===== src/design/phe_pkg.sv =====
`default_nettype none
package phe_pkg;

  // Default table geometry
  localparam int DEF_NUM_HASH_FUNCS = 16;
  localparam int DEF_MAX_DEGREE     = 4;

  // Field widths
  localparam int HASH_W  = 4;
  localparam int TERM_W  = 3;
  localparam int COEFF_W = 63;
  localparam int KEY_W   = 63;
  localparam int KB_W    = 6;
  localparam int RANGE_W = 63;
  localparam int DEG_W   = 3;

  // Multiplier slice and remainder unit widths
  localparam int MUL_W  = 32;
  localparam int DIVD_W = 64;

  // Configuration port
  localparam int CFG_DW = 64;
  localparam int CFG_AW = 5;

  typedef enum logic [1:0] {
    REG_KEY_BITS    = 2'd0,
    REG_HASH_RANGE  = 2'd1,
    REG_POLY_DEGREE = 2'd2
  } reg_idx_t;

  localparam logic [KB_W-1:0]    KEY_BITS_RST    = KB_W'(32);
  localparam logic [RANGE_W-1:0] HASH_RANGE_RST  = RANGE_W'(65536);
  localparam logic [DEG_W-1:0]   POLY_DEGREE_RST = DEG_W'(1);

  typedef enum logic {
    ACT_WRITE = 1'b0,
    ACT_EVAL  = 1'b1
  } action_t;

  typedef enum logic [11:0] {
    S_IDLE  = 12'b0000_0000_0001,
    S_LOG   = 12'b0000_0000_0010,
    S_RD    = 12'b0000_0000_0100,
    S_ADD   = 12'b0000_0000_1000,
    S_M0    = 12'b0000_0001_0000,
    S_M1    = 12'b0000_0010_0000,
    S_M2    = 12'b0000_0100_0000,
    S_M3    = 12'b0000_1000_0000,
    S_SHIFT = 12'b0001_0000_0000,
    S_ADDC  = 12'b0010_0000_0000,
    S_MOD   = 12'b0100_0000_0000,
    S_DONE  = 12'b1000_0000_0000
  } state_t;

  typedef struct packed {
    logic               start;
    logic [DIVD_W-1:0]  dividend;
    logic [RANGE_W-1:0] divisor;
  } mod_req_t;

  typedef struct packed {
    logic               done;
    logic [RANGE_W-1:0] rem;
  } mod_rsp_t;

endpackage
`default_nettype wire


===== src/design/phe_mul.sv =====
`default_nettype none
module phe_mul (
  input  wire logic                           clk,
  input  wire logic                           en,
  input  wire logic [phe_pkg::MUL_W-1:0]      a,
  input  wire logic [phe_pkg::MUL_W-1:0]      b,
  output logic      [2*phe_pkg::MUL_W-1:0]    prod_r
);

  // one partial product per cycle while en is high, registered
  always_ff @(posedge clk) begin
    if (en) begin
      prod_r <= a * b;
    end
  end

endmodule
`default_nettype wire


===== config.mk =====
export PLATFORM = sky130hd
export DESIGN_NAME = phe_mul
export DESIGN_NICKNAME = d
export VERILOG_FILES = /design/src/design/phe_pkg.sv /design/src/design/phe_mul.sv
export SDC_FILE = /design/constraint.sdc
export NUM_CORES = 2
export LEC_CHECK = 0
export BUFFER_PORTS_ARGS = -buffer_cell sky130_fd_sc_hd__buf_4
export CORE_MARGIN = 2
export CORE_UTILIZATION = 50
export CTS_BUF_LIST = sky130_fd_sc_hd__clkbuf_8
export DETAILED_ROUTE_END_ITERATION = 8
export GPL_TIMING_DRIVEN = 0
export HOLD_SLACK_MARGIN = 0.15
export PLACE_DENSITY_LB_ADDON = 0.3
export SLEW_MARGIN = 15
export SYNTH_ARGS = -nofsm -noshare
export SYNTH_HDL_FRONTEND = slang
export SYNTH_SLANG_ARGS = --single-unit

===== constraint.sdc =====
create_clock -name clk -period 9.5 [get_ports clk]
set_input_delay 1.425 -clock clk [delete_from_list [all_inputs] [get_ports clk]]
set_output_delay 1.425 -clock clk [all_outputs]
set_load 0.01 [all_outputs]

==> impl_metrics.toml <==
[detailed_routing]
detail_route.vias_per_cell = 5.64
vias = 27300
wl_per_cell_microns = 26.1
drt_wl_total_microns = 126000
ant_nets = 0
dr.pass1.iters = 6
drt_first_iter_violations = 2870
remaining_drc_errors = 0

[cts]
cts.clk_slew.worst_paths_ns = 0.08
cts_max_level = 3
ctsHoldBuffers = 0
cts_buffer_depth = 2
clock-sinks = 64
post_cts_buffers = 0
cts-root-buf = "clkbuf_8"
cts_buffers = 9
cts_tree = "built"

[synthesis]
synth_area_sq_mm = 0.0353
syn-instance-count = 3748
synth_edf_count = 64
synth_nets = 4973
synth_top_cell_area_share = 0.508
synth.avg_cell_area_sq_um = 9.42
synth_cell_types = 57
postSynth.asyncResetShare = 0
yosys-top-cells-area = "fa_1 (51%), and2_1 (11%), ha_1 (9.3%), inv_1 (9.2%), edfxtp_1 (5.4%)"
yosysSeqAreaShare = 0.0544
synth_ff_type = "edfxtp_1"
yosys_register_bits = 64
synth_top_area_cell = "fa_1"
ys_warn_count = 0

[critical_path]
critPathTopFamily = "adder cells"
path_common_cell = "fa_1"
path_cells = "buf_4 > clkbuf_1 > and2_1 > fa_1 > fa_1 > inv_1 > fa_1 > fa_1 > inv_1 > fa_1 > fa_1 > fa_1 > fa_1 > ha_1 > buf_2 > nand4_1 > or4_1 > or3_1 > a31oi_2 > a31o_2 > a211oi_1 > o21ai_1 > xor2_1"
worstPathRequired_ns = 9.70
crit_path_start_kind = "input pin"
cp-end-kind = "register"
worst-path-max-fanout = 10
arrival_ns = 9.51
max_stage_delay_ns = 0.70
crit_buf_inv = 5
crit_type = "input pin to register"
slowest_stage = "clkbuf_1"

[floorplan]
die_h_microns = 270
die_x_microns = 270
dieArea_sq_mm = 0.0728
coreArea_sq_mm = 0.0700
num_io_pins = 130
initial_core_util = 0.504
core.rowCount = 97

[layout]
most-common-layout-cells = "fa_1 (896), inv_1 (865), and2_1 (602), nand2_1 (480), ha_1 (263)"
mostFrequentLayoutCell = "fa_1"
fillers = 6523
syn2layout_area_growth_pct = 6.95
largest_reg_flops = 64
layout-drive-gt1-share = 0.0632
reg_top3 = "prod_r (64)"
largest_register = "prod_r"
num-nets-final = 5110
final_util = 0.539

[global_route]
grt_max_degree = 65
grt_overflow_total = 0
grt_pass1_vias = 28300
grt_usage = 0.354
grt_pass1_wl_microns = 184000
grt_antenna_before_repair = 9

[sta]
drv_slew = 0
timing.fmax_ghz = 0.107
rsz0062_at_grt = "no"
hold_viol_final = 0
setup_viol = 0
worst_pin_slew_ns = 1.02
relSlewSlack = 0.322
fin_crit_ns = 9.31
setup_slack_ns = 0.192
fin_crit_sh = 0.980

[placed_design]
preCtsSetupSlack_ns = -0.536
place.gp.congestion = 1.08
port_buffers = 129
place_hpwl_microns = 104000

[run]
drv_cap = 0

[run_status]
status = "finished, final reports clean"

[hold_path]
hp-class = "input pin to register"
[final cells by class]
| class | instances | area (sq um) | area share |
|---|---|---|---|
| Multi-Input combinational cell | 2599 | 29300 | 0.776 |
| Inverter | 865 | 3250 | 0.0860 |
| Sequential cell | 64 | 1920 | 0.0509 |
| Tap cell | 940 | 1180 | 0.0311 |
| Timing Repair Buffer | 129 | 968 | 0.0256 |
| Buffer | 217 | 925 | 0.0245 |
| Clock buffer | 9 | 124 | 0.00328 |
| Clock inverter | 7 | 78.8 | 0.00209 |
| Antenna cell | 4 | 10.0 | 0.000265 |
[metal layers]
metal / track usage / vias up / wire length [microns]
met5: 0 / - / 28
met1: 0.441 / 13900 / 43700
met3: 0.0932 / 482 / 15100
met4: 0.270 / 4 / 12600
li1: - / 11200 / -
met2: 0.528 / 1687 / 54700
[cells in the mapped netlist (3+ instances only)]
cell,count
and4_1,3
or2_2,3
fa_1,896
nand4_1,23
o21bai_1,10
o21ai_1,5
a31oi_1,12
buf_2,6
edfxtp_1,64
a211oi_1,3
xnor2_1,35
a221oi_4,3
o21ai_0,21
and2_1,602
clkbuf_1,213
nor2_1,20
nor3_1,7
and3_1,14
ha_1,263
inv_1,865
a21o_1,40
a21oi_1,63
o21a_1,9
o31ai_4,3
nand3_1,10
a21oi_2,3
o221ai_1,3
or4_1,3
a221o_1,4
a21boi_1,3
xor2_1,25
or3_1,3
nand2_1,480
[worst paths after layout]
check  start         end  slack [ns]  cells after the start
max    b[14]  prod_r[62]        0.19                     23
min     b[0]   prod_r[0]        1.54                      2
[per-stage QoR]
step | hold slack (ns) | std cells | area, sq um | setup TNS (ns)
after floorplan | 1.54 | 3748 | 35300 | 0
after global placement | 1.83 | 4817 | 37500 | -3.26
after detailed placement | 1.83 | 4817 | 37500 | -4.21
after CTS | 1.53 | 4833 | 37700 | 0
after global routing | 1.52 | 4830 | 37800 | 0
final | 1.54 | 4834 | 37800 | 0
[cells by family after synthesis]
family | synth area share
AND/OR/NAND/NOR | 0.173
XOR/XNOR | 0.0149
AO/OA/AOI/OAI | 0.0408
flip-flops | 0.0544
adder cells (fa/ha/maj) | 0.601
multiplexers | 0.000283
buffers and inverters | 0.116
[timing repair]
action	4_1_cts	5_1_grt
pin swaps	0	0
gates resized for setup	3	193
setup endpoints to repair	3	15
Power is not shown: default switching activity piles up to over one toggle a cycle in this logic, so the estimate is an artifact.
