**config.mk**
```make
export PLATFORM = sky130hd
export DESIGN_NAME = phe_mod
export DESIGN_NICKNAME = d
export VERILOG_FILES = /design/src/design/phe_pkg.sv /design/src/design/phe_mod.sv
export SDC_FILE = /design/constraint.sdc
export NUM_CORES = 1
export LEC_CHECK = 0
export ABC_AREA = 1
export BUFFER_PORTS_ARGS = -buffer_cell sky130_fd_sc_hd__buf_4
export CORE_ASPECT_RATIO = 2
export CORE_MARGIN = 2
export CORE_UTILIZATION = 59
export DETAILED_ROUTE_END_ITERATION = 7
export HOLD_SLACK_MARGIN = 0.12
export PLACE_DENSITY = 0.83
export SLEW_MARGIN = 30
export SYNTH_ARGS = -nofsm -noshare
export SYNTH_HDL_FRONTEND = slang
export SYNTH_SLANG_ARGS = --single-unit
```
**constraint.sdc**
```tcl
create_clock -name clk -period 4.05 [get_ports clk]
set_clock_uncertainty 0.15 [all_clocks]
set_input_delay 0.405 -clock clk [delete_from_list [all_inputs] [get_ports clk]]
set_output_delay 0.405 -clock clk [all_outputs]
set_load 0.05 [all_outputs]
```
**src/design/phe_pkg.sv**
```systemverilog
`default_nettype none
package phe_pkg;

  // Default table geometry
  localparam int DEF_NUM_HASH_FUNCS = 16;
  localparam int DEF_MAX_DEGREE     = 4;

  // Field widths
  localparam int HASH_W  = 4;
  localparam int TERM_W  = 3;
  localparam int COEFF_W = 63;
  localparam int KEY_W   = 63;
  localparam int KB_W    = 6;
  localparam int RANGE_W = 63;
  localparam int DEG_W   = 3;

  // Multiplier slice and remainder unit widths
  localparam int MUL_W  = 32;
  localparam int DIVD_W = 64;

  // Configuration port
  localparam int CFG_DW = 64;
  localparam int CFG_AW = 5;

  typedef enum logic [1:0] {
    REG_KEY_BITS    = 2'd0,
    REG_HASH_RANGE  = 2'd1,
    REG_POLY_DEGREE = 2'd2
  } reg_idx_t;

  localparam logic [KB_W-1:0]    KEY_BITS_RST    = KB_W'(32);
  localparam logic [RANGE_W-1:0] HASH_RANGE_RST  = RANGE_W'(65536);
  localparam logic [DEG_W-1:0]   POLY_DEGREE_RST = DEG_W'(1);

  typedef enum logic {
    ACT_WRITE = 1'b0,
    ACT_EVAL  = 1'b1
  } action_t;

  typedef enum logic [11:0] {
    S_IDLE  = 12'b0000_0000_0001,
    S_LOG   = 12'b0000_0000_0010,
    S_RD    = 12'b0000_0000_0100,
    S_ADD   = 12'b0000_0000_1000,
    S_M0    = 12'b0000_0001_0000,
    S_M1    = 12'b0000_0010_0000,
    S_M2    = 12'b0000_0100_0000,
    S_M3    = 12'b0000_1000_0000,
    S_SHIFT = 12'b0001_0000_0000,
    S_ADDC  = 12'b0010_0000_0000,
    S_MOD   = 12'b0100_0000_0000,
    S_DONE  = 12'b1000_0000_0000
  } state_t;

  typedef struct packed {
    logic               start;
    logic [DIVD_W-1:0]  dividend;
    logic [RANGE_W-1:0] divisor;
  } mod_req_t;

  typedef struct packed {
    logic               done;
    logic [RANGE_W-1:0] rem;
  } mod_rsp_t;

endpackage
`default_nettype wire

```
**src/design/phe_mod.sv**
```systemverilog
`default_nettype none
module phe_mod (
  input  wire logic              clk,
  input  wire logic              rst_n,
  input  wire phe_pkg::mod_req_t req,
  output phe_pkg::mod_rsp_t      rsp
);

  localparam int CNT_W = $clog2(phe_pkg::DIVD_W + 1);

  logic                          busy_r, busy_nxt;
  logic                          done_r, done_nxt;
  logic [CNT_W-1:0]              cnt_r, cnt_nxt;
  logic [phe_pkg::DIVD_W-1:0]    num_r, num_nxt;
  logic [phe_pkg::RANGE_W-1:0]   rem_r, rem_nxt;
  logic [phe_pkg::RANGE_W-1:0]   div_r, div_nxt;
  logic [phe_pkg::DIVD_W-1:0]    trial;
  logic [phe_pkg::DIVD_W-1:0]    diff;

  // restoring remainder, one dividend bit per cycle while busy
  assign trial = {rem_r, num_r[phe_pkg::DIVD_W-1]};
  assign diff  = trial - {1'b0, div_r};

  always_comb begin
    busy_nxt = busy_r;
    done_nxt = 1'b0;
    cnt_nxt  = cnt_r;
    num_nxt  = num_r;
    rem_nxt  = rem_r;
    div_nxt  = div_r;
    if (req.start) begin
      busy_nxt = 1'b1;
      cnt_nxt  = CNT_W'(phe_pkg::DIVD_W);
      num_nxt  = req.dividend;
      rem_nxt  = '0;
      div_nxt  = req.divisor;
    end else if (busy_r) begin
      num_nxt = {num_r[phe_pkg::DIVD_W-2:0], 1'b0};
      rem_nxt = (trial >= {1'b0, div_r}) ? diff[phe_pkg::RANGE_W-1:0]
                                         : trial[phe_pkg::RANGE_W-1:0];
      cnt_nxt = cnt_r - CNT_W'(1);
      if (cnt_r == CNT_W'(1)) begin
        busy_nxt = 1'b0;
        done_nxt = 1'b1;
      end
    end
  end

  always_ff @(posedge clk) begin
    if (!rst_n) begin
      busy_r <= 1'b0;
      done_r <= 1'b0;
      cnt_r  <= '0;
    end else begin
      busy_r <= busy_nxt;
      done_r <= done_nxt;
      cnt_r  <= cnt_nxt;
    end
  end

  always_ff @(posedge clk) begin
    num_r <= num_nxt;
    rem_r <= rem_nxt;
    div_r <= div_nxt;
  end

  assign rsp.done = done_r;
  assign rsp.rem  = rem_r;

endmodule
`default_nettype wire

```
==> flow_metrics.env <==
export IMPL_switching_power_mw=1.45
export IMPL_critPathKind="flip-flop to flip-flop"
export IMPL_cp_top_family="simple AND/OR/NAND/NOR gates"
export IMPL_row_count=80
export IMPL_drt_iter0_markers=1547
export IMPL_clock_latency_ns=0.50
export IMPL_post_cts_buffers=0
export IMPL_seq_power_share=0.474
export IMPL_power_frac_comb=0.154
export IMPL_avgSynthCellArea_sq_um=6.46
export IMPL_grt_overflow=0
export IMPL_nNetsFinal=2710
export IMPL_fillers=1732
export IMPL_arrival_ns=3.90
export IMPL_rsz0062_at_grt="false"
export IMPL_clockRootBuffer="clkbuf_16"
export IMPL_reg2reg_slack_ns=0.32
export IMPL_synth_warnings=0
export IMPL_cp_common_cell="nand2_1"
export IMPL_clkPwrFrac=0.372
export IMPL_antenna_left=0
export IMPL_area_delta_synth_final_pct=24.7
export IMPL_clkTransAtPathRegs_ns=0.08
export IMPL_crit_path_cell_trace="inv_1, ha_1, nand2_1, inv_1, nand2_1, nand2_1, inv_1, nand2_1, a21oi_1, nand3_2, nand2_4, nand2_8, nand2_1, nand3_1, o21ai_1"
export IMPL_syn_area_sq_mm=0.0143
export IMPL_async_flop_share=0
export IMPL_min_period_over_period=0.921
export IMPL_yosysSeqAreaShare=0.368
export IMPL_syn_inst=2213
export IMPL_ys_seq_elements=199
export IMPL_critPathMaxStageDelay_ns=0.49
export IMPL_grt_first_pass_wirelength_microns=89800
export IMPL_synth_edff_count=127
export IMPL_power_density_mw_per_mm2=280
export IMPL_cp_required_ns=4.22
export IMPL_synth_flop_cell="edfxtp_1"
export IMPL_hold_violations=0
export IMPL_start_util=0.600
export IMPL_grt_use_total=0.471
export IMPL_yosysTopAreaCell="edfxtp_1"
export IMPL_wire_per_inst_microns=21.2
export IMPL_ctsLongestPathBuffers=2
export IMPL_stdcell_count=2816
export IMPL_cts_sink_count=199
export IMPL_grt_pass1_vias=16600
export IMPL_cp_max_fo=63
export IMPL_min_period_ns=3.73
export IMPL_fp_dieArea_sq_mm=0.0256
export IMPL_setup_viol=0
export IMPL_synth_common_cells="970 x nand2_1, 432 x inv_1, 150 x nand3_1, 127 x edfxtp_1, 93 x nor2_1"
export IMPL_vias=16100
export IMPL_synth_distinct_cells=40
export IMPL_worstSetupEndpointType="flip-flop"
export IMPL_internal_power_mw=3.54
export IMPL_seq_area_sq_mm=0.00526
export IMPL_cts_buffers=17
export IMPL_slew_headroom=0.354
export IMPL_p_leak_nw=9.84
export IMPL_synthesis_nets=2409
export IMPL_synthTopCellsByArea="edfxtp_1 27%, nand2_1 25%, inv_1 11%, dfxtp_1 10%, ha_1 5.7%"
export IMPL_drt_first_pass_iters=7
export IMPL_via_per_inst=5.73
export IMPL_ir_drop_v=0.000332
export IMPL_min_path_type="input port to flip-flop"
export IMPL_cp_num_buf_inv=3
export IMPL_cts_resized_gates=0
export IMPL_grt_max_degree=80
export IMPL_drc=0
export IMPL_cap_violations=0
export IMPL_cts_tree="yes"
export IMPL_fin_tns_setup_ns=0
export IMPL_max_freq_mhz=268
export IMPL_status="complete, no violations"
export IMPL_core_area_sq_mm=0.0238
export IMPL_slew_viol_final=0
export IMPL_drive_above_1_share=0.115
export IMPL_dp_cells=2655
export IMPL_detailed_place_hpwl_microns=39700
export IMPL_io_buffers=193
export IMPL_die_x_microns=114
export IMPL_tightest_slew_ns=0.967
export IMPL_multi_input_area_sq_mm=0.00704
export IMPL_htreeDepth=4
export IMPL_antenna_found_initial=3
export IMPL_die_h_microns=224
export IMPL_critPathLaunchType="flip-flop"
export IMPL_place_gp_congestion=1.02
export IMPL_num_io_pins=194
export IMPL_synth_most_common_cell="nand2_1"
export IMPL_synth_top_cell_area_share=0.267
export IMPL_drt_wl_total_microns=59800
export IMPL_critPathSlowestCell="edfxtp_1"
export IMPL_switching_share=0.291
[placed cells by master (no fill, tap or decap), types with 11 or more instances in the layout]
master / n
nand2_1: 970
inv_1: 431
buf_4: 199
nand3_1: 150
edfxtp_1: 127
dlygate4sd3_1: 127
nor2_1: 91
dfxtp_1: 72
ha_1: 65
a21oi_1: 47
nand3b_1: 32
xnor2_1: 28
o21ai_1: 26
inv_2: 22
nor3_1: 18
clkbuf_16: 18
clkinv_1: 15
nor2_2: 11
nand4_1: 11
[cell type report]
class                   count  share of cell area
diodes                      2            0.000281
clock buffers              19              0.0260
clock inverters            13             0.00856
inverters                 470              0.0991
multi-input cells        1499               0.395
flip-flops and latches    199               0.295
well taps                 287              0.0201
repair buffers            327               0.156
[power groups by stage]
stage	logic, mW	clock network (mW)	registers [mW]
floorplan	0.356	0	2.38
global placement	0.585	0	2.38
detailed placement	0.607	0	2.39
CTS	0.714	1.80	2.35
global route	0.817	1.90	2.37
finish	0.769	1.86	2.36
[per-stage QoR]
step           total power, mW  setup WS [ns]   util  area, sq um  hold slack (ns)
6_report                  4.99          0.321  0.749        17800            0.256
5_1_grt                   5.09          0.223  0.748        17800            0.251
4_1_cts                   4.86          0.759  0.748        17800            0.180
3_5_place_dp              3.00          0.830  0.669        15900            0.315
3_3_place_gp              2.97          0.984  0.669        15900            0.304
2_1_floorplan             2.74          0.635      -        14300            0.287
[cells by family after synthesis]
family	count (synthesis)	share of synthesized area
fa+ha+maj	66	0.0583
buf+inv	515	0.140
simple gates	1312	0.381
compound gates	88	0.0330
xor+xnor	33	0.0202
flops	199	0.368
[worst min-delay path, delay by kind of cell]
family | cells | cell delay (ns)
buffers and inverters | 1 | 0.08
and+or+nand+nor | 2 | 0.25
[layer usage]
metal | vias up | GRT usage | share of wire
met2 | 1193 | 0.800 | 0.49
met1 | 7174 | 0.426 | 0.30
met5 | - | 0.0101 | 0.00022
met3 | 447 | 0.135 | 0.089
li1 | 7308 | - | -
met4 | 2 | 0.478 | 0.13
[flip-flops by register name, indices dropped and copies added (netlist names)]
name    flops
div_r      63
num_r      64
done_r      1
cnt_r       7
rem_r      63
busy_r      1
[timing repair]
action / 4_1_cts / 5_1_grt
endpoints found under the hold margin: 128 / 0
hold buffers: 127 / 0
endpoints found under the setup margin: 0 / 0
[path summary, 6_finish.rpt]
path,startpoint,to,cells after the start
worst max-delay path,div_r[30],rem_r[24],15
worst min register to register,cnt_r[6],cnt_r[6],2
worst max register to register,div_r[30],rem_r[24],15
worst min-delay path,req[126],num_r[63],3
Note: power is estimated with default switching activity, not from simulation.
